--- src/hdl/tatan_pkg.sv ---
// Package: widths, constants and arctangent table for the atan2 block
package tatan_pkg;
    localparam int COORD_BITS = 16;
    localparam int OUT_BITS = 19;
    localparam int PROD_BITS = COORD_BITS + 8;
    localparam int MAG_BITS = PROD_BITS;
    localparam int IDX_BITS = 7;
    localparam int DIV_STEPS = PROD_BITS;
    localparam int INV_BITS = 14;
    localparam int ROM_LAST = 100;
    localparam int RATIO_SCALE = 100;
    localparam int INV_SCALE = 10000;
    localparam int QUARTER_MDEG = 90000;
    localparam int HALF_MDEG = 180000;
    localparam int QDEPTH = 2;

    typedef logic signed [COORD_BITS-1:0] t_coord;
    typedef logic signed [OUT_BITS-1:0] t_angle;

    typedef enum logic [1:0] {
        K_RATIO = 2'd0,
        K_POS90 = 2'd1,
        K_NEG90 = 2'd2,
        K_ZERO  = 2'd3
    } t_kind;

    typedef struct packed {
        t_kind                kind;
        logic [PROD_BITS-1:0] num;
        logic [COORD_BITS-1:0] den;
        logic                 z_neg;
        logic                 x_neg;
        logic                 y_neg;
    } t_job;

    function automatic logic [15:0] atan_rom(input logic [IDX_BITS-1:0] i);
        logic [15:0] r;
        case (i)
            7'd0: r=0; 7'd1: r=573; 7'd2: r=1146; 7'd3: r=1718; 7'd4: r=2291;
            7'd5: r=2862; 7'd6: r=3434; 7'd7: r=4004; 7'd8: r=4574; 7'd9: r=5143;
            7'd10: r=5711; 7'd11: r=6277; 7'd12: r=6843; 7'd13: r=7407;
            7'd14: r=7970; 7'd15: r=8531; 7'd16: r=9090; 7'd17: r=9648;
            7'd18: r=10204; 7'd19: r=10758; 7'd20: r=11310; 7'd21: r=11860;
            7'd22: r=12407; 7'd23: r=12953; 7'd24: r=13496; 7'd25: r=14036;
            7'd26: r=14574; 7'd27: r=15110; 7'd28: r=15642; 7'd29: r=16172;
            7'd30: r=16699; 7'd31: r=17223; 7'd32: r=17745; 7'd33: r=18263;
            7'd34: r=18778; 7'd35: r=19290; 7'd36: r=19799; 7'd37: r=20304;
            7'd38: r=20807; 7'd39: r=21306; 7'd40: r=21801; 7'd41: r=22294;
            7'd42: r=22782; 7'd43: r=23268; 7'd44: r=23749; 7'd45: r=24228;
            7'd46: r=24702; 7'd47: r=25174; 7'd48: r=25641; 7'd49: r=26105;
            7'd50: r=26565; 7'd51: r=27022; 7'd52: r=27474; 7'd53: r=27924;
            7'd54: r=28369; 7'd55: r=28811; 7'd56: r=29249; 7'd57: r=29683;
            7'd58: r=30114; 7'd59: r=30541; 7'd60: r=30964; 7'd61: r=31383;
            7'd62: r=31799; 7'd63: r=32211; 7'd64: r=32619; 7'd65: r=33024;
            7'd66: r=33425; 7'd67: r=33822; 7'd68: r=34216; 7'd69: r=34606;
            7'd70: r=34992; 7'd71: r=35375; 7'd72: r=35754; 7'd73: r=36129;
            7'd74: r=36501; 7'd75: r=36870; 7'd76: r=37235; 7'd77: r=37596;
            7'd78: r=37954; 7'd79: r=38309; 7'd80: r=38660; 7'd81: r=39007;
            7'd82: r=39352; 7'd83: r=39693; 7'd84: r=40030; 7'd85: r=40365;
            7'd86: r=40696; 7'd87: r=41023; 7'd88: r=41348; 7'd89: r=41669;
            7'd90: r=41987; 7'd91: r=42302; 7'd92: r=42614; 7'd93: r=42923;
            7'd94: r=43229; 7'd95: r=43531; 7'd96: r=43831; 7'd97: r=44128;
            7'd98: r=44421; 7'd99: r=44712; 7'd100: r=45000;
            default: r = 16'd0;
        endcase
        return r;
    endfunction
endpackage

--- src/hdl/tatan_front.sv ---
// Front end: takes coordinate pairs, classifies them and forms the ratio operands
module tatan_front (
    input  logic                 i_clk,
    input  logic                 i_rst_n,
    input  logic                 i_valid,
    output logic                 o_ready,
    input  tatan_pkg::t_coord    i_coord_y,
    input  tatan_pkg::t_coord    i_coord_x,
    output logic                 o_job_valid,
    input  logic                 i_job_ready,
    output tatan_pkg::t_job      o_job
);
    import tatan_pkg::*;

    logic                   r_valid;
    t_job                   r_job;
    t_job                   n_job;
    logic [COORD_BITS-1:0]  w_ay;
    logic [COORD_BITS-1:0]  w_ax;
    logic [PROD_BITS-1:0]   w_ay_ext;

    always_comb begin
        w_ay = i_coord_y[COORD_BITS-1] ? (~i_coord_y + 1'b1) : i_coord_y;
        w_ax = i_coord_x[COORD_BITS-1] ? (~i_coord_x + 1'b1) : i_coord_x;
        w_ay_ext = PROD_BITS'(w_ay);
        n_job.num = (w_ay_ext << 6) + (w_ay_ext << 5) + (w_ay_ext << 2);
        n_job.den = w_ax;
        n_job.y_neg = i_coord_y[COORD_BITS-1];
        n_job.x_neg = i_coord_x[COORD_BITS-1];
        n_job.z_neg = i_coord_y[COORD_BITS-1] ^ i_coord_x[COORD_BITS-1];
        if (i_coord_x != '0) begin
            n_job.kind = K_RATIO;
        end else if (i_coord_y == '0) begin
            n_job.kind = K_ZERO;
        end else if (i_coord_y[COORD_BITS-1]) begin
            n_job.kind = K_NEG90;
        end else begin
            n_job.kind = K_POS90;
        end
    end

    assign o_ready = !r_valid || i_job_ready;
    assign o_job_valid = r_valid;
    assign o_job = r_job;

    always_ff @(posedge i_clk) begin
        if (!i_rst_n) begin
            r_valid <= 1'b0;
        end else if (o_ready) begin
            r_valid <= i_valid;
        end
        if (o_ready && i_valid) begin
            r_job <= n_job;
        end
    end
endmodule

--- config.mk ---
export PLATFORM = sky130hd
export DESIGN_NAME = tatan_front
export DESIGN_NICKNAME = d
export VERILOG_FILES = /design/src/hdl/tatan_pkg.sv /design/src/hdl/tatan_front.sv
export SDC_FILE = /design/constraint.sdc
export NUM_CORES = 1
export LEC_CHECK = 0
export ABC_AREA = 1
export ABC_CLOCK_PERIOD_IN_PS = 3500
export BUFFER_PORTS_ARGS = -buffer_cell sky130_fd_sc_hd__buf_2
export CAP_MARGIN = 15
export CORE_ASPECT_RATIO = 0.8
export CORE_UTILIZATION = 49
export DETAILED_ROUTE_END_ITERATION = 12
export MAX_ROUTING_LAYER = met4
export PLACE_DENSITY = 0.77
export SLEW_MARGIN = 20
export SYNTH_ARGS = -nofsm -noshare
export SYNTH_HDL_FRONTEND = slang
export SYNTH_SLANG_ARGS = --single-unit
--- constraint.sdc ---
create_clock -name i_clk -period 3.5 [get_ports i_clk]
set_clock_uncertainty 0.1 [all_clocks]
set_input_delay 0.525 -clock i_clk [delete_from_list [all_inputs] [get_ports i_clk]]
set_output_delay 0.525 -clock i_clk [all_outputs]
set_load 0.01 [all_outputs]
==> impl_metrics.json, run 1 <==
{
  "status": "complete, but fails checks",
  "violations": "DRC",
  "cp_slowest_cell": "fa_1",
  "cts-hold-fix-buffers": 0,
  "htreeDepth": 2,
  "vias_per_cell": 4.94,
  "gp_congestion": 0.907,
  "cpLargestDelayFamily": "adder cells",
  "worstSkewPairLatency_ns": 0.29,
  "crit_path_start_kind": "input port",
  "chipWidth_um": 96.0,
  "root_buffer": "clkbuf_8",
  "yosysWarnings": 0,
  "yosys-top-cells-area": "edfxtp_1 36%, ha_1 11%, nand2_1 11%",
  "multi_input_area_mm2": 0.00193,
  "grt_usage": 0.208,
  "ant_nets": 0,
  "synth_top_area_frac": 0.364,
  "drcViolationCount": 1,
  "antenna_found_initial": 0,
  "tns_ns": 0,
  "ioPinCount": 83,
  "period_share": 0.932,
  "path_cells": "buf_2 > inv_1 > ha_1 > nand2_1 > nand2_2 > xor2_2 > inv_1 > fa_1 > inv_1 > ha_1 > fa_1 > nand3_1 > nand2_1 > nand2_1 > nand2_1 > nand2_1 > nand2_1 > nand2_1 > nand2_1",
  "rows": 27,
  "cts_setup_buffers": 0,
  "drt_iter0_markers": 160,
  "avgRoutedWirePerCell_um": 12.0,
  "drv_slew": 0,
  "utilization": 0.599,
  "worst_pin_slew_ns": 0.553,
  "synth_edf_count": 42,
  "grt_overflow_total": 0,
  "synth.cells.most_frequent": "100 x nand2_1, 53 x inv_1, 42 x edfxtp_1",
  "path_clk_slew_ns": 0.08,
  "n_fill_cell": 630,
  "finalHoldViolCount": 0,
  "grt_pass1_vias": 2790,
  "dieArea_mm2": 0.00741,
  "dp_slack_ns": -0.0683,
  "area_growth_pct": 18.6,
  "ys.flop_type": "edfxtp_1",
  "worst_setup_path_end_kind": "register",
  "max_cap_viol_count": 0,
  "power_leakage_nw": 2.14,
  "worstPathRequired_ns": 3.45,
  "setup_viol": 0,
  "ys_seq_elements": 43,
  "worst_slack_ns": 0.238,
  "worstSetupPathType": "input port to register",
  "cts_resized": 0,
  "synth_top_cell_by_area": "edfxtp_1",
  "crit_fanout": 4,
  "firstDrtPassIters": 8,
  "async_flop_share": 0,
  "power_density_mw_per_mm2": 467,
  "finalPower_mw": 1.92,
  "postSynthAreaPerCell_um2": 8.26,
  "cts_tree": "built",
  "clock_sinks": 43,
  "fmax_ghz": 0.307,
  "regArea_mm2": 0.00128,
  "initial_core_util": 0.505,
  "core_mm2": 0.00686,
  "ir_drop_mv": 0.187,
  "cp.arrival_ns": 3.21,
  "path_buf_inv": 4,
  "grt_pass1_wl_mm": 11.9,
  "wirelength_mm": 7.15,
  "hold_ws_ns": 0.323,
  "min_path_type": "input port to register",
  "synth.distinct_cells": 35,
  "cts_buffer_depth": 2,
  "finalNetCount": 579,
  "drive_above_1_share": 0.261,
  "grt_max_degree": 43,
  "io_buffers": 79,
  "netlist_instances": 419,
  "antenna_cells": 0,
  "rsz0062_at_grt": "false",
  "cts_made_buffers": 5,
  "path_common_cell": "nand2_1",
  "die_y_um": 77.2,
  "max_stage_delay_ns": 0.51,
  "yosysSeqAreaShare": 0.370,
  "min_period_ns": 3.26,
  "synth_most_common_cell": "nand2_1",
  "syn_area_mm2": 0.00346,
  "via_count": 2945,
  "hpwl_mm": 5.90,
  "slew_headroom": 0.631
}
[kinds of logic after synthesis]
kind of cell,after synthesis,synth area share
AND/OR/NAND/NOR,201,0.259
buffers and inverters,68,0.0791
flip-flops,43,0.370
AO/OA/AOI/OAI,38,0.0643
adder cells (fa/ha/maj),35,0.135
XOR/XNOR,33,0.0911
other,1,0.00108
[path summary, 6_finish.rpt]
path         depth (start not counted)  slack, ns          end    startpoint
min reg2reg                          2       0.46  o_job_valid   o_job_valid
max                                 19       0.24    o_job[41]  i_coord_y[0]
max reg2reg                          2       2.05    o_job[38]   o_job_valid
min                                  1       0.32     o_job[3]  i_coord_x[0]
[per-stage QoR]
step	area, um^2	instances
6_report	4110	596
3_5_place_dp	4000	588
4_1_cts	4110	596
3_3_place_gp	4000	588
2_1_floorplan	3470	421
5_1_grt	4110	596
[layout make-up]
cell class,count,area share
Multi-Input combinational cell,310,0.469
Inverter,61,0.0557
Sequential cell,43,0.312
Tap cell,87,0.0265
Clock inverter,3,0.00944
Clock buffer,5,0.0168
Timing Repair Buffer,87,0.111
[sequential cells by signal, indices dropped and copies added (netlist names)]
signal,flops
o_job,42
o_job_valid,1
[layout by cell type, fill, tap and decap left out, types with 2 or more instances in the layout]
cell type / count
nand2_2: 14
inv_1: 53
nor2_1: 38
edfxtp_1: 42
nand2_1: 100
nand3_1: 25
buf_4: 8
nor4_1: 2
buf_2: 79
nor2_2: 8
a21o_1: 7
ha_1: 31
conb_1: 3
clkbuf_8: 5
xnor2_1: 5
nand3_2: 2
inv_2: 8
o21ai_0: 9
nand4_1: 7
xor2_1: 26
fa_1: 4
a21oi_1: 15
[layer usage]
| layer | part of all wire | up-vias | track usage | wire (um) |
|---|---|---|---|---|
| met3 | 0.071 | 4 | 0.0317 | 510 |
| met1 | 0.47 | 1306 | 0.278 | 3380 |
| li1 | - | 1530 | - | - |
| met4 | 0.0050 | 0 | 0.0493 | 36 |
| met2 | 0.45 | 105 | 0.331 | 3220 |
| met5 | 0 | - | - | 0 |
[report_power, final]
part / leakage, nW / switching [mW] / internal [mW] / total, mW
registers: 0.417 / 0.0179 / 0.695 / 0.713
logic: 1.66 / 0.503 / 0.320 / 0.822
clock network: 0.0556 / 0.172 / 0.209 / 0.381
No activity file was read; power rests on OpenSTA's default activity.
==> run 2: changes to the inputs <==
- CORE_UTILIZATION: 49 -> 35
- PLACE_DENSITY: 0.77 -> not set
==> run 2 against run 1 <==
The flow now finishes without violations. Sequential cell count did not move. Utilization fell by 16 points. Worst setup slack improved by 0.062 ns. First-iteration DRC count fell by 2.5%. Total power rose by 9.1%. Clock power rose by 44%. Routed wire length rose by 3.8%. Critical path type unchanged. Combinational power rose by 0.9%. Worst hold slack improved by 0.023 ns. Non-clock buffer count rose by 2. Final cell count rose by 5.7%.
==> impl_metrics.json, run 2 (same netlist as run 1, synthesis figures left out) <==
{
  "rr_worst_depth": 2,
  "cts_made_buffers": 5,
  "dp_slack_ns": -0.0159,
  "worstSkewPairLatency_ns": 0.28,
  "antenna_cells": 0,
  "grt_pass1_vias": 2787,
  "htreeDepth": 2,
  "dieArea_mm2": 0.0103,
  "period_share": 0.915,
  "vias_per_cell": 4.61,
  "worst_pin_slew_ns": 0.738,
  "max_cap_viol_count": 0,
  "wl_met1_mm": 3.76,
  "ioPinCount": 83,
  "cts-hold-fix-buffers": 0,
  "gp_congestion": 0.858,
  "final_cells": 630,
  "final_area_mm2": 0.00423,
  "switching_power_uw": 718,
  "grt_pass1_wl_mm": 12.6,
  "worst_slack_ns": 0.299,
  "area_growth_pct": 22.2,
  "clock_sinks": 43,
  "min_period_ns": 3.20,
  "regToRegSetupSlack_ns": 1.81,
  "worstSetupPathType": "input port to register",
  "io_buffers": 79,
  "fmax_ghz": 0.312,
  "firstDrtPassIters": 4,
  "hp-start": "i_coord_x[0]",
  "ant_nets": 0,
  "combPwrFrac": 0.397,
  "utilization": 0.440,
  "cp.arrival_ns": 3.15,
  "drive_above_1_share": 0.266,
  "drt_iter0_markers": 156,
  "ir_drop_mv": 0.204,
  "max_stage_delay_ns": 0.50,
  "avgRoutedWirePerCell_um": 11.8,
  "whs_endpoint": "o_job[3]",
  "core_mm2": 0.00961,
  "grt_overflow_total": 0,
  "dr_wl_met3_um": 493,
  "path_cells": "buf_2 > inv_1 > ha_1 > nand2_1 > nand2_2 > xor2_2 > inv_1 > fa_1 > inv_1 > ha_1 > fa_1 > nand3_1 > nand2_1 > nand2_1 > nand2_1 > nand2_1 > nand2_1 > nand2_1 > nand2_1",
  "timing.rr.start": "o_job_valid",
  "switching_share": 0.344,
  "setup_viol": 0,
  "p_int_mw": 1.37,
  "worstPathRequired_ns": 3.44,
  "hpwl_mm": 6.19,
  "grt_usage": 0.157,
  "slew_headroom": 0.507,
  "place_area_mm2": 0.00406,
  "root_buffer": "clkbuf_16",
  "layout_commonest_cell": "nand2_1",
  "cts_resized": 0,
  "chipWidth_um": 113,
  "drv_slew": 0,
  "drcViolationCount": 0,
  "p_clk_frac": 0.262,
  "rsz0062_at_grt": "false",
  "worst_setup_path_end_kind": "register",
  "final_cell_mix": "100 x nand2_1, 79 x buf_2, 53 x inv_1, 42 x edfxtp_1, 38 x nor2_1",
  "grt_max_degree": 23,
  "die_y_um": 91.0,
  "antenna_found_initial": 0,
  "wirelength_mm": 7.42,
  "power_density_mw_per_mm2": 494,
  "cp_slowest_cell": "fa_1",
  "top_layer_used": "met4",
  "largest_register_ffs": 42,
  "finalNetCount": 581,
  "finalPower_mw": 2.09,
  "path_common_cell": "nand2_1",
  "power_leakage_nw": 2.18,
  "min_path_cells": 1,
  "finalHoldViolCount": 0,
  "dpl.cell_count": 622,
  "initial_core_util": 0.360,
  "cts_tree": "built",
  "r2r_end": "o_job[0]",
  "cts_setup_buffers": 0,
  "path_clk_slew_ns": 0.06,
  "crit_fanout": 4,
  "crit_path_start_kind": "input port",
  "seq_power_share": 0.342,
  "status": "complete, no violations",
  "min_path_type": "input port to register",
  "cts_buffer_depth": 2,
  "via_count": 2906,
  "route.met2.wl_mm": 3.08,
  "rows": 32
}
-- run 2: changes by cell type in the layout (fill, tap and decap cells not counted), sizes merged --
| cell | before | now |
|---|---|---|
| clkbuf | 5 | 6 |
| buf | 87 | 89 |
| clkinv | 2 | 1 |
-- run 2: power by group through the flow --
stage	registers (mW)	logic (mW)	clock network, mW
after global placement	0.727	0.823	0
final	0.714	0.829	0.547
after floorplan	0.779	0.526	0
after detailed placement	0.727	0.829	0
after CTS	0.716	0.835	0.562
after global routing	0.722	0.957	0.580
-- run 2: layout make-up --
class,count,area [um^2]
sequential,43,1280
clock buffer,6,139
clock inverter,2,35.0
timing repair buffer,89,470
inverter,61,229
tap,119,149
multi-input combinational,310,1930
fill,966,5380
-- run 2: how the worst max path moves through the flow --
| stage | from | depth (start not counted) | to | slack [ns] |
|---|---|---|---|---|
| after floorplan | i_coord_y[0] | 18 | o_job[35] | 0.18 |
| after global placement | i_coord_y[1] | 17 | o_job[40] | 0.006 |
| final | i_coord_y[1] | 19 | o_job[37] | 0.30 |
| after detailed placement | i_coord_y[1] | 19 | o_job[39] | -0.02 |
| after CTS | i_coord_y[1] | 19 | o_job[39] | 0.29 |
| after global routing | i_coord_y[1] | 17 | o_job[39] | 0.04 |
-- run 2: stage by stage --
stage	TNS (ns)	hold slack (ns)
floorplan	0	0.495
global placement	0	0.424
detailed placement	-0.0439	0.446
CTS	0	0.340
global route	0	0.342
finish	0	0.345
-- run 2: worst max-delay path: cells and delay by family --
family | cells | cell delay, ns
buffers and inverters | 4 | 0.31
AND/OR/NAND/NOR | 10 | 0.83
adder cells (fa/ha/maj) | 4 | 1.34
XOR/XNOR | 1 | 0.15
-- run 2: routing by layer --
| layer | vias to the layer above | track usage |
|---|---|---|
| met5 | - | - |
| met4 | 0 | 0.0482 |
| met3 | 9 | 0.0274 |
| met2 | 87 | 0.240 |
| met1 | 1276 | 0.212 |
| li1 | 1534 | - |
