<file path="src/hdl/tatan_pkg.sv">
// Package: widths, constants and arctangent table for the atan2 block
package tatan_pkg;
    localparam int COORD_BITS = 16;
    localparam int OUT_BITS = 19;
    localparam int PROD_BITS = COORD_BITS + 8;
    localparam int MAG_BITS = PROD_BITS;
    localparam int IDX_BITS = 7;
    localparam int DIV_STEPS = PROD_BITS;
    localparam int INV_BITS = 14;
    localparam int ROM_LAST = 100;
    localparam int RATIO_SCALE = 100;
    localparam int INV_SCALE = 10000;
    localparam int QUARTER_MDEG = 90000;
    localparam int HALF_MDEG = 180000;
    localparam int QDEPTH = 2;

    typedef logic signed [COORD_BITS-1:0] t_coord;
    typedef logic signed [OUT_BITS-1:0] t_angle;

    typedef enum logic [1:0] {
        K_RATIO = 2'd0,
        K_POS90 = 2'd1,
        K_NEG90 = 2'd2,
        K_ZERO  = 2'd3
    } t_kind;

    typedef struct packed {
        t_kind                kind;
        logic [PROD_BITS-1:0] num;
        logic [COORD_BITS-1:0] den;
        logic                 z_neg;
        logic                 x_neg;
        logic                 y_neg;
    } t_job;

    function automatic logic [15:0] atan_rom(input logic [IDX_BITS-1:0] i);
        logic [15:0] r;
        case (i)
            7'd0: r=0; 7'd1: r=573; 7'd2: r=1146; 7'd3: r=1718; 7'd4: r=2291;
            7'd5: r=2862; 7'd6: r=3434; 7'd7: r=4004; 7'd8: r=4574; 7'd9: r=5143;
            7'd10: r=5711; 7'd11: r=6277; 7'd12: r=6843; 7'd13: r=7407;
            7'd14: r=7970; 7'd15: r=8531; 7'd16: r=9090; 7'd17: r=9648;
            7'd18: r=10204; 7'd19: r=10758; 7'd20: r=11310; 7'd21: r=11860;
            7'd22: r=12407; 7'd23: r=12953; 7'd24: r=13496; 7'd25: r=14036;
            7'd26: r=14574; 7'd27: r=15110; 7'd28: r=15642; 7'd29: r=16172;
            7'd30: r=16699; 7'd31: r=17223; 7'd32: r=17745; 7'd33: r=18263;
            7'd34: r=18778; 7'd35: r=19290; 7'd36: r=19799; 7'd37: r=20304;
            7'd38: r=20807; 7'd39: r=21306; 7'd40: r=21801; 7'd41: r=22294;
            7'd42: r=22782; 7'd43: r=23268; 7'd44: r=23749; 7'd45: r=24228;
            7'd46: r=24702; 7'd47: r=25174; 7'd48: r=25641; 7'd49: r=26105;
            7'd50: r=26565; 7'd51: r=27022; 7'd52: r=27474; 7'd53: r=27924;
            7'd54: r=28369; 7'd55: r=28811; 7'd56: r=29249; 7'd57: r=29683;
            7'd58: r=30114; 7'd59: r=30541; 7'd60: r=30964; 7'd61: r=31383;
            7'd62: r=31799; 7'd63: r=32211; 7'd64: r=32619; 7'd65: r=33024;
            7'd66: r=33425; 7'd67: r=33822; 7'd68: r=34216; 7'd69: r=34606;
            7'd70: r=34992; 7'd71: r=35375; 7'd72: r=35754; 7'd73: r=36129;
            7'd74: r=36501; 7'd75: r=36870; 7'd76: r=37235; 7'd77: r=37596;
            7'd78: r=37954; 7'd79: r=38309; 7'd80: r=38660; 7'd81: r=39007;
            7'd82: r=39352; 7'd83: r=39693; 7'd84: r=40030; 7'd85: r=40365;
            7'd86: r=40696; 7'd87: r=41023; 7'd88: r=41348; 7'd89: r=41669;
            7'd90: r=41987; 7'd91: r=42302; 7'd92: r=42614; 7'd93: r=42923;
            7'd94: r=43229; 7'd95: r=43531; 7'd96: r=43831; 7'd97: r=44128;
            7'd98: r=44421; 7'd99: r=44712; 7'd100: r=45000;
            default: r = 16'd0;
        endcase
        return r;
    endfunction
endpackage

</file>
<file path="src/hdl/tatan_queue.sv">
// Short FIFO between front end and back end
module tatan_queue (
    input  logic             i_clk,
    input  logic             i_rst_n,
    input  logic             i_valid,
    output logic             o_ready,
    input  tatan_pkg::t_job  i_job,
    output logic             o_valid,
    input  logic             i_ready,
    output tatan_pkg::t_job  o_job
);
    import tatan_pkg::*;

    t_job       r_mem [QDEPTH];
    logic       r_wp;
    logic       r_rp;
    logic [1:0] r_cnt;
    logic       w_push;
    logic       w_pop;

    assign o_ready = (r_cnt != 2'(QDEPTH));
    assign o_valid = (r_cnt != 2'd0);
    assign o_job = r_mem[r_rp];
    assign w_push = i_valid && o_ready;
    assign w_pop = o_valid && i_ready;

    always_ff @(posedge i_clk) begin
        if (!i_rst_n) begin
            r_wp <= 1'b0;
            r_rp <= 1'b0;
            r_cnt <= 2'd0;
        end else begin
            if (w_push) r_wp <= ~r_wp;
            if (w_pop) r_rp <= ~r_rp;
            r_cnt <= r_cnt + 2'(w_push) - 2'(w_pop);
        end
        if (w_push) r_mem[r_wp] <= i_job;
    end
endmodule

</file>
<file path="config.mk">
export PLATFORM = sky130hd
export DESIGN_NAME = tatan_queue
export DESIGN_NICKNAME = d
export VERILOG_FILES = /design/src/hdl/tatan_pkg.sv /design/src/hdl/tatan_queue.sv
export SDC_FILE = /design/constraint.sdc
export NUM_CORES = 1
export LEC_CHECK = 0
export BUFFER_PORTS_ARGS = -buffer_cell sky130_fd_sc_hd__buf_2
export CAP_MARGIN = 5
export CORE_UTILIZATION = 50
export CTS_CLUSTER_SIZE = 20
export DETAILED_ROUTE_END_ITERATION = 7
export GPL_ROUTABILITY_DRIVEN = 0
export GPL_TIMING_DRIVEN = 1
export PLACE_DENSITY = 0.76
export SETUP_SLACK_MARGIN = 0.4
export SLEW_MARGIN = 20
export SYNTH_ARGS = -nofsm -noshare
export SYNTH_HDL_FRONTEND = slang
export SYNTH_SLANG_ARGS = --single-unit
</file>
<file path="constraint.sdc">
create_clock -name i_clk -period 3.8 [get_ports i_clk]
set_input_delay 0.76 -clock i_clk [delete_from_list [all_inputs] [get_ports i_clk]]
set_output_delay 0.76 -clock i_clk [all_outputs]
set_load 0.02 [all_outputs]
</file>
==> key figures, run 1 <==
Yosys
  • Sequential share of the synthesized area: 0.761
  • Syn. warnings: 0
  • Synthesized area per cell: 22.5 um^2
  • Synthesized instance count: 164
  • Fraction of synthesis flops using an asynchronous set or reset pin: 0
  • Top-count cell post-synth: edfxtp_1
  • Post-synthesis instance area: 3680 um^2
  • Synth top cells by count: edfxtp_1 (90), mux2_4 (40), dfxtp_1 (5), mux2_2 (5), buf_12 (4)
  • Top cells by area, synth: edfxtp_1 (73%), mux2_4 (16%), dfxtp_1 (2.7%)
  • Cell accounting for the most synthesized area: edfxtp_1
  • EDFF count, synth: 90
  • Synth unique cells: 18
  • Syn nets: 215
  • FF+latch count, synth: 95
  • Synth top area share: 0.733
  • Post-synth top flop: edfxtp_1

Power and ir drop
  • Power Dens Cells: 637 nW/um^2
  • Leakage power total: 1.71 nW
  • Worst vdd ir: 0.400 mV

Routing
  • Via count: 1,776
  • Vias per inst: 4.81
  • Drt pass-1 iters: 4
  • Antenna-violating nets left: 0
  • Post-Route WL: 5580 um
  • Initial DRC count: 60
  • # DRC: 0
  • DR WL/cell: 15.1 um

Min path
  • Hold Crit Depth: 2
  • Worst Hold Class: reg2reg

Timing
  • RSZ-0062 raised after global routing: no
  • Fin crit period: 2720 ps
  • Setup TNS: 0 ps
  • Crit share post-route: 0.716
  • F_max: 368 MHz
  • Clock Skews: 7.31 ps
  • Setup Viol. Count Final: 0
  • Max transition margin: 0.535
  • Slew Viols, Final: 0
  • Worst Tran Pin Value: 697 ps
  • Final hold viol count: 0

Global routing
  • Met1 Usage GRT: 0.198
  • Met3 Use GR: 0.0452
  • Initial antenna violation count: 1
  • Tot GR Track Use: 0.152
  • GRT Max-Usage Layer: met2
  • First-pass GRT wire length: 8450 um
  • Vias in the first global route: 1,741
  • GR Util met2: 0.238
  • GRT overflow: 0
  • Largest net degree at the start of global routing: 46

Finish
  • Share of cells above drive strength 1: 0.586
  • Nets: 319
  • Fin util: 0.634
  • Filler cells: 520
  • Ant diodes: 0
  • FF+latch area: 2800 um^2
  • Area occupied by multi-input gates: 800 um^2
  • Area delta synth->final: 19.5%

Floorplan
  • Area of the core: 6940 um^2
  • I/O Pins: 96
  • Die H: 87.8 um
  • Chip width: 87.8 um
  • Row count: 30
  • Starting density of the core: 0.531
  • Die area: 7720 um^2

Clock network
  • Cts bufs inserted: 9
  • Post-CTS sizing: 0
  • CTS tree: built
  • Clock Latency Late Sink: 340 ps
  • CTS Sinks: 95
  • Root Driver: clkbuf_8
  • H-tree depth: 3
  • Max Root-Sink Buffers: 2
  • Post-CTS setup buffers: 0
  • Clock slew at reported path FFs: 80 ps
  • Hold Buf Count CTS: 0

Status
  • Run status: finished, final reports clean

Critical path
  • Worst Path Required: 3040 ps
  • Critical Path AT: 1960 ps
  • Cell count of the worst reg-to-reg path: 8
  • Critical path class: reg2out
  • Crit start category: flip-flop
  • Setup crit end kind: primary output
  • CP max FO: 26

Job
  • Max capacitance violation total: 0

Place
  • # port buffers: 95
  • Post-DP HPWL: 3830 um
[flip-flops by register name, indices dropped and copies added, names as in the netlist, named ones only]
name	cells
r_mem	90
r_rp	1
r_wp	1
r_cnt	2
[path summary, 6_finish.rpt]
| kind | slack [ps] | endpoint | from |
|---|---|---|---|
| min reg2reg | 540 | r_wp | r_wp |
| max reg2reg | 2050 | r_cnt[1] | r_cnt[0] |
| max | 1080 | o_job[3] | flip-flop |
| min | 540 | r_wp | r_wp |
[metal layers]
layer / vias to the layer above / wire [um]
li1: 842 / -
met1: 857 / 2420
met2: 67 / 2720
met3: 10 / 369
met4: 0 / 73
met5: - / 0
[cell type report]
| cell class | instances | area share |
|---|---|---|
| sequential | 95 | 0.637 |
| multi-input combinational | 63 | 0.182 |
| timing repair buffer | 98 | 0.116 |
| clock buffer | 10 | 0.0290 |
| tap | 96 | 0.0273 |
| clock inverter | 6 | 0.00853 |
| inverter | 1 | 0.000853 |
[per-stage QoR]
step                      hold WS [ps]  cell area (um^2)  cells  power (mW)  setup slack, ps
after global routing               577              4400    369        2.95              971
after CTS                          544              4400    369        2.84             1030
final                              544              4400    369        2.81             1080
after floorplan                    455              3680    164        2.09              600
after global placement             509              4230    353        2.27             1440
after detailed placement           526              4230    353        2.30             1410
[placed cells by master, fill, tap and decap left out, types with 3 or more instances in the layout]
cell / n
mux2_2: 5
buf_2: 95
clkbuf_8: 9
mux2_4: 40
edfxtp_1: 90
xnor2_1: 3
clkinvlp_4: 4
dfxtp_1: 4
[logic make-up after synthesis]
group	count (synthesis)	synth area share
compound gates	1	0.00204
mux	46	0.181
simple gates	11	0.0166
buf+inv	6	0.0258
flops	95	0.761
fa+ha+maj	2	0.00679
xor+xnor	3	0.00713
[worst max-delay path, stage by stage, from the launching register on]
cell     delay (ps)
dfxtp_2         790
buf_12          300
mux2_2          370
buf_2           160
[power breakdown]
group	total [mW]	switching, mW	internal, mW
Clock	0.549	0.316	0.233
Sequential	1.40	0.0804	1.32
Combinational	0.862	0.453	0.409
No activity file was read; power rests on OpenSTA's default activity.
==> run 2, diff against run 1 <==
CORE_UTILIZATION = 47   (was 50)
PLACE_DENSITY = 0.75   (was 0.76)
clock period = 2.4 ns   (was 3.8 ns; I/O delays follow)
==> key figures, run 2 (synthesis gave the netlist of run 1 again) <==
Finish
  • Design area: 4430 um^2 (was 4400 um^2)
  • Share of cells above drive strength 1: 0.594 (was 0.586)
  • Commonest non-fill, non-tap cell in the layout: buf_2 (unchanged)
  • Area delta synth->final: 20.3% (was 19.5%)
  • Filler cells: 575 (was 520)
  • Most flop-heavy register: r_mem (unchanged)
  • Most frequent cells in the layout: buf_2 (95), edfxtp_1 (90), mux2_4 (40) (unchanged)
  • Top flop regs: r_mem (90), r_cnt (2) (unchanged)
  • Flip-flop count of the largest register after layout: 90 (unchanged)
  • Nets: 322 (was 319)
  • Ant diodes: 0 (unchanged)

Floorplan
  • Row count: 31 (was 30)
  • I/O Pins: 96 (unchanged)
  • Die area: 8200 um^2 (was 7720 um^2)
  • Die H: 90.5 um (was 87.8 um)
  • Chip width: 90.5 um (was 87.8 um)
  • Starting density of the core: 0.497 (was 0.531)
  • Area of the core: 7410 um^2 (was 6940 um^2)

Global routing
  • Vias in the first global route: 1,855 (was 1,741)
  • Tot GR Track Use: 0.143 (was 0.152)
  • Initial antenna violation count: 0 (was 1)
  • GRT overflow: 0 (unchanged)
  • Largest net degree at the start of global routing: 29 (was 46)
  • First-pass GRT wire length: 8750 um (was 8450 um)

Routing
  • # DRC: 0 (unchanged)
  • Drt pass-1 iters: 4 (unchanged)
  • Initial DRC count: 39 (was 60)
  • Post-Route WL: 5540 um (was 5580 um)
  • DR WL/cell: 14.8 um (was 15.1 um)
  • Via count: 1,786 (was 1,776)
  • Vias per inst: 4.76 (was 4.81)
  • Antenna-violating nets left: 0 (unchanged)

Clock network
  • Root Driver: clkbuf_8 (unchanged)
  • Post-CTS setup buffers: 0 (unchanged)
  • CTS Sinks: 95 (unchanged)
  • CTS tree: built (unchanged)
  • Hold Buf Count CTS: 0 (unchanged)
  • Clock slew at reported path FFs: 100 ps (was 80 ps)
  • Cts bufs inserted: 9 (unchanged)
  • Max Root-Sink Buffers: 2 (unchanged)
  • Clock Latency Late Sink: 350 ps (was 340 ps)
  • H-tree depth: 3 (unchanged)

Place
  • Pre-CTS setup slack: 626 ps (was 1410 ps)
  • Post-DP HPWL: 3690 um (was 3830 um)
  • Placed Instance Area: 4250 um^2 (was 4230 um^2)
  • # port buffers: 95 (unchanged)

Power and ir drop
  • Sw Ratio: 0.302 (was 0.303)
  • Worst vdd ir: 0.547 mV (was 0.400 mV)
  • Leakage power total: 1.75 nW (was 1.71 nW)
  • Sequential power share: 0.481 (was 0.497)
  • Clock power frac: 0.198 (was 0.196)
  • Internal power: 3.13 mW (was 1.96 mW)
  • Switching power: 1.35 mW (was 0.849 mW)
  • Logic gate share of total power: 0.321 (was 0.307)
  • Power Dens Cells: 1010 nW/um^2 (was 637 nW/um^2)
  • Total power draw: 4.48 mW (was 2.81 mW)

Timing
  • Post-layout worst setup margin: 451 ps (was 1080 ps)
  • Final hold viol count: 0 (unchanged)
  • Clock Skews: 13.4 ps (was 7.31 ps)
  • F_max: 513 MHz
  • Slew Viols, Final: 0 (unchanged)
  • RSZ-0062 raised after global routing: yes (was no)
  • Max transition margin: 0.752 (was 0.535)
  • Setup Viol. Count Final: 0 (unchanged)
  • Worst Tran Pin Value: 372 ps (was 697 ps)
  • Setup TNS: 0 ps (unchanged)
  • Hold slack final: 311 ps (was 544 ps)
  • Fin crit period: 1950 ps
  • Crit share post-route: 0.812

Critical path
  • Cell count of the worst reg-to-reg path: 8 (unchanged)
  • Worst path cell trace: buf_12, mux2_2, buf_2 (unchanged)
  • Critical path class: reg2out (unchanged)
  • Critical Path AT: 1470 ps (was 1960 ps)
  • Setup crit end kind: primary output (unchanged)
  • R2r startpoint: r_cnt[0] (unchanged)
  • Slowest cell delay on critical path: 370 ps (was 790 ps)
  • CP max stage cell: dfxtp_2 (unchanged)
  • R2r setup slk: 710 ps (was 2050 ps)
  • FF-to-FF End: r_cnt[1] (unchanged)
  • Crit start category: flip-flop (unchanged)
  • CP max FO: 26 (unchanged)
  • Worst Path Required: 1920 ps (was 3040 ps)

Min path
  • Worst Hold Class: in2reg (was reg2reg)
  • Hold Crit Depth: 1 (was 2)
  • Hold path start: i_job[26] (was r_wp)
  • Hold Path Sink: r_mem[1][26] (was r_wp)

Job
  • Max capacitance violation total: 0 (unchanged)

Status
  • Run status: finished, final reports clean (unchanged)
run 2: final cells by class:
type | count | area (um^2) | share of cell area
clock buffers | 11 | 131 | 0.0296
clock inverters | 5 | 35.0 | 0.00790
inverters | 1 | 3.75 | 0.000847
multi-input cells | 63 | 796 | 0.179
flip-flops and latches | 95 | 2800 | 0.632
well taps | 99 | 124 | 0.0279
repair buffers | 101 | 541 | 0.122
run 2: per-layer routing:
metal / part of all wire / wire (um) / track usage / vias up
met5: 0 / 0 / 0 / -
met4: 0.018 / 101 / 0.0685 / 0
met3: 0.070 / 390 / 0.0446 / 9
met2: 0.51 / 2810 / 0.245 / 69
met1: 0.40 / 2240 / 0.163 / 861
li1: - / - / - / 847
run 2: what timing repair did:
item,in CTS,in global routing
resized for setup,1,5
setup endpoints to repair,30,45
pin swaps,0,0
run 2: worst max-delay path by stage:
stage          slack (ps)  depth (start not counted)     endpoint      start
6_report              450                          3     o_job[3]  flip-flop
3_5_place_dp          630                          3     o_job[3]  flip-flop
2_1_floorplan         530                          3  r_mem[0][0]   r_cnt[0]
3_3_place_gp          620                          3     o_job[3]  flip-flop
5_1_grt               380                          3     o_job[0]  flip-flop
4_1_cts               340                          3     o_job[0]  flip-flop
run 2: per-stage QoR:
step,instances,utilization
after global placement,359,0.573
after detailed placement,359,0.573
final,375,0.599
after global routing,375,0.599
after CTS,375,0.596
after floorplan,164,-
run 2: power groups by stage:
stage | logic (mW) | clock network (mW) | registers (mW)
floorplan | 1.14 | 0 | 2.17
global placement | 1.43 | 0 | 2.17
detailed placement | 1.44 | 0 | 2.19
CTS | 1.45 | 0.924 | 2.15
global route | 1.53 | 0.984 | 2.18
finish | 1.44 | 0.888 | 2.15
run 2: critical path, delay by kind of cell, from the launching register on:
| family | cells | cell delay, ps |
|---|---|---|
| buf+inv | 2 | 400 |
| flops | 1 | 370 |
| mux | 1 | 350 |
==> run 3, diff against run 2 <==
ABC_AREA = 1   (was unset)
clock period = 1.6 ns   (was 2.4 ns; I/O delays follow)
==> key figures, run 3 <==
Global routing
  • Initial antenna violation count: 0 (unchanged)
  • Largest net degree at the start of global routing: 17 (was 29)
  • First-pass GRT wire length: 11,400 um (was 8750 um)
  • Tot GR Track Use: 0.190 (was 0.143)
  • GRT overflow: 0 (unchanged)
  • Vias in the first global route: 2,138 (was 1,855)

Critical path
  • R2r setup slk: 70 ps (was 710 ps)
  • R2r startpoint: r_cnt[0] (unchanged)
  • FF-to-FF End: r_cnt[1] (unchanged)
  • Cell count of the worst reg-to-reg path: 10 (was 8)
  • Crit start category: flip-flop (unchanged)
  • Worst Path Required: 1280 ps (was 1920 ps)
  • CP max FO: 8 (was 26)
  • Critical Path AT: 1470 ps (about the same)
  • Setup crit end kind: primary output (unchanged)
  • Critical path class: reg2out (unchanged)

Power and ir drop
  • Worst vdd ir: 1.16 mV (was 0.547 mV)
  • Power Dens Cells: 1610 nW/um^2 (was 1010 nW/um^2)
  • Leakage power total: 2.17 nW (was 1.75 nW)

Finish
  • Ant diodes: 0 (unchanged)
  • Most flop-heavy register: r_mem (unchanged)
  • Flip-flop count of the largest register after layout: 90 (unchanged)
  • Top flop regs: r_mem (90), r_cnt (2) (unchanged)
  • Share of cells above drive strength 1: 0.683 (was 0.594)
  • Commonest non-fill, non-tap cell in the layout: edfxtp_1 (was buf_2)
  • Area delta synth->final: 47.0% (was 20.3%)
  • Fin util: 0.732 (was 0.599)
  • Most frequent cells in the layout: edfxtp_1 (90), buf_2 (67), mux2_4 (43) (was buf_2 (95), edfxtp_1 (90), mux2_4 (40))
  • Design area: 5430 um^2 (was 4430 um^2)
  • Final cell count without fillers: 421 (was 375)
  • Nets: 368 (was 322)

Clock network
  • CTS tree: built (unchanged)
  • Clock slew at reported path FFs: 90 ps (was 100 ps)
  • H-tree depth: 3 (unchanged)
  • Clock Latency Late Sink: 340 ps (was 350 ps)
  • CTS Sinks: 95 (unchanged)
  • Cts bufs inserted: 9 (unchanged)
  • Max Root-Sink Buffers: 2 (unchanged)
  • Root Driver: clkbuf_8 (unchanged)

Timing
  • Crit share post-route: 1.12
  • Worst Tran Pin Value: 217 ps (was 372 ps)
  • Max transition margin: 0.855 (was 0.752)
  • F_max: 560 MHz
  • Fin crit period: 1790 ps
  • Clock Skews: 4.08 ps (was 13.4 ps)
  • Setup Viol. Count Final: 45 (was 0)
  • Setup TNS: -6740 ps (was 0 ps)
  • RSZ-0062 raised after global routing: yes (unchanged)
  • Hold slack final: 156 ps (was 311 ps)
  • Post-layout worst setup margin: -186 ps (was 451 ps)
  • Slew Viols, Final: 0 (unchanged)
  • Final hold viol count: 0 (unchanged)

Routing
  • Via count: 2,052 (was 1,786)
  • Met3 wire length: 355 um (was 390 um)
  • Post-Route WL: 7470 um (was 5540 um)
  • Met1 wire length: 3070 um (was 2240 um)
  • Antenna-violating nets left: 0 (unchanged)
  • Vias per inst: 4.87 (was 4.76)
  • # DRC: 0 (unchanged)
  • Drt pass-1 iters: 4 (unchanged)
  • Initial DRC count: 70 (was 39)
  • DR WL/cell: 17.8 um (was 14.8 um)
  • WL met2: 4000 um (was 2810 um)
  • Max Used Layer: met4 (unchanged)

Floorplan
  • Die area: 8210 um^2 (was 8200 um^2)
  • I/O Pins: 96 (unchanged)
  • Starting density of the core: 0.498 (was 0.497)
  • Area of the core: 7410 um^2 (unchanged)
  • Row count: 31 (unchanged)
  • Chip width: 90.6 um (was 90.5 um)
  • Die H: 90.6 um (was 90.5 um)

Yosys
  • EDFF count, synth: 90 (unchanged)
  • FF+latch count, synth: 95 (unchanged)
  • Top cells by area, synth: edfxtp_1 (73%), mux2_4 (16%), dfxtp_1 (2.7%) (unchanged)
  • Syn nets: 227 (was 215)
  • Top-count cell post-synth: edfxtp_1 (unchanged)
  • Cell accounting for the most synthesized area: edfxtp_1 (unchanged)
  • Post-synth top flop: edfxtp_1 (unchanged)
  • Synth unique cells: 12 (was 18)
  • Synth top area share: 0.732 (was 0.733)
  • Syn. warnings: 0 (unchanged)
  • Fraction of synthesis flops using an asynchronous set or reset pin: 0 (unchanged)
  • Post-synthesis instance area: 3690 um^2 (was 3680 um^2)
  • Synth top cells by count: edfxtp_1 (90), mux2_4 (40), nand2_1 (9) (was edfxtp_1 (90), mux2_4 (40), dfxtp_1 (5), mux2_2 (5), buf_12 (4))
  • Sequential share of the synthesized area: 0.759 (was 0.761)
  • Synthesized area per cell: 21.0 um^2 (was 22.5 um^2)
  • Synthesized instance count: 176 (was 164)

Job
  • Max capacitance violation total: 0 (unchanged)

Status
  • Failing checks: setup timing
  • Run status: finished with violations (was finished, final reports clean)

Min path
  • Worst Hold Class: in2reg (unchanged)
  • Hold Crit Depth: 1 (unchanged)
  • Hold Path Sink: r_mem[0][5] (was r_mem[1][26])
  • Hold path start: i_job[5] (was i_job[26])

Place
  • DP Cell Count: 371 (was 359)
  • Placed Instance Area: 4320 um^2 (was 4250 um^2)
  • # port buffers: 95 (unchanged)
  • Post-DP HPWL: 3930 um (was 3690 um)
==> run 3: changes by cell type in the layout (fill, tap and decap cells not counted), sizes merged, moves of 3 or more <==
cell,previous run,this run
buf,101,135
clkinv,3,0
inv,2,8
nand2,2,9
nand3,0,3
nor2,1,8
xnor2,3,0
==> run 3: how the worst max path moves through the flow <==
stage	from	to	slack [ps]	cells after the start
global route	flip-flop	o_job[31]	-230	4
global placement	flip-flop	o_job[3]	170	3
CTS	flip-flop	o_job[20]	-200	4
detailed placement	i_ready	r_cnt[1]	120	11
finish	flip-flop	o_job[31]	-190	4
floorplan	r_cnt[0]	r_mem[0][0]	-40	4
==> run 3: timing repair <==
item                                    4_1_cts  5_1_grt
pin swaps                                    10        2
resized for setup                            87       28
buffers inserted                             21        3
endpoints found under the setup margin      139      139
cloned                                       10        0
hold buffers                                  0        0
==> run 3: area by class of cell <==
class	instances	area, um^2
Sequential cell	95	2810
Fill cell	456	1980
Timing Repair Buffer	135	1330
Multi-Input combinational cell	69	901
Clock buffer	10	128
Tap cell	99	124
Clock inverter	6	92.6
Inverter	7	32.5
==> run 3: critical path, cell delays in order (launching register included) <==
cell	delay (ps)
dfxtp_4	410
buf_12	130
buf_16	140
mux2_4	310
buf_6	130
==> run 3: power breakdown <==
group	switching [mW]	total [mW]	internal, mW	leakage [nW]
sequential	0.163	3.33	3.16	0.884
clock	0.832	1.72	0.892	0.104
combinational	1.62	3.66	2.04	1.19
total	2.62	8.71	6.10	2.17
==> run 3: metal layers <==
| metal | vias up | track usage |
|---|---|---|
| met5 | - | 0 |
| met1 | 1021 | 0.238 |
| met2 | 67 | 0.323 |
| met3 | 4 | 0.0480 |
| met4 | 0 | 0.0591 |
| li1 | 960 | - |
==> run 3: kinds of logic (layout without fill, tap and decap cells) <==
group | Yosys count | after routing | synth area share
AO/OA/AOI/OAI | 2 | 2 | 0.00271
flip-flops | 95 | 95 | 0.759
AND/OR/NAND/NOR | 20 | 20 | 0.0214
multiplexers | 45 | 45 | 0.178
buffers and inverters | 12 | 158 | 0.0319
adder cells (fa/ha/maj) | 2 | 2 | 0.00678
==> run 3: per-stage QoR <==
step	total power [mW]	setup WS (ps)
floorplan	5.00	-40.9
global placement	5.48	168
detailed placement	5.53	121
CTS	8.47	-202
global route	9.06	-229
finish	8.71	-186
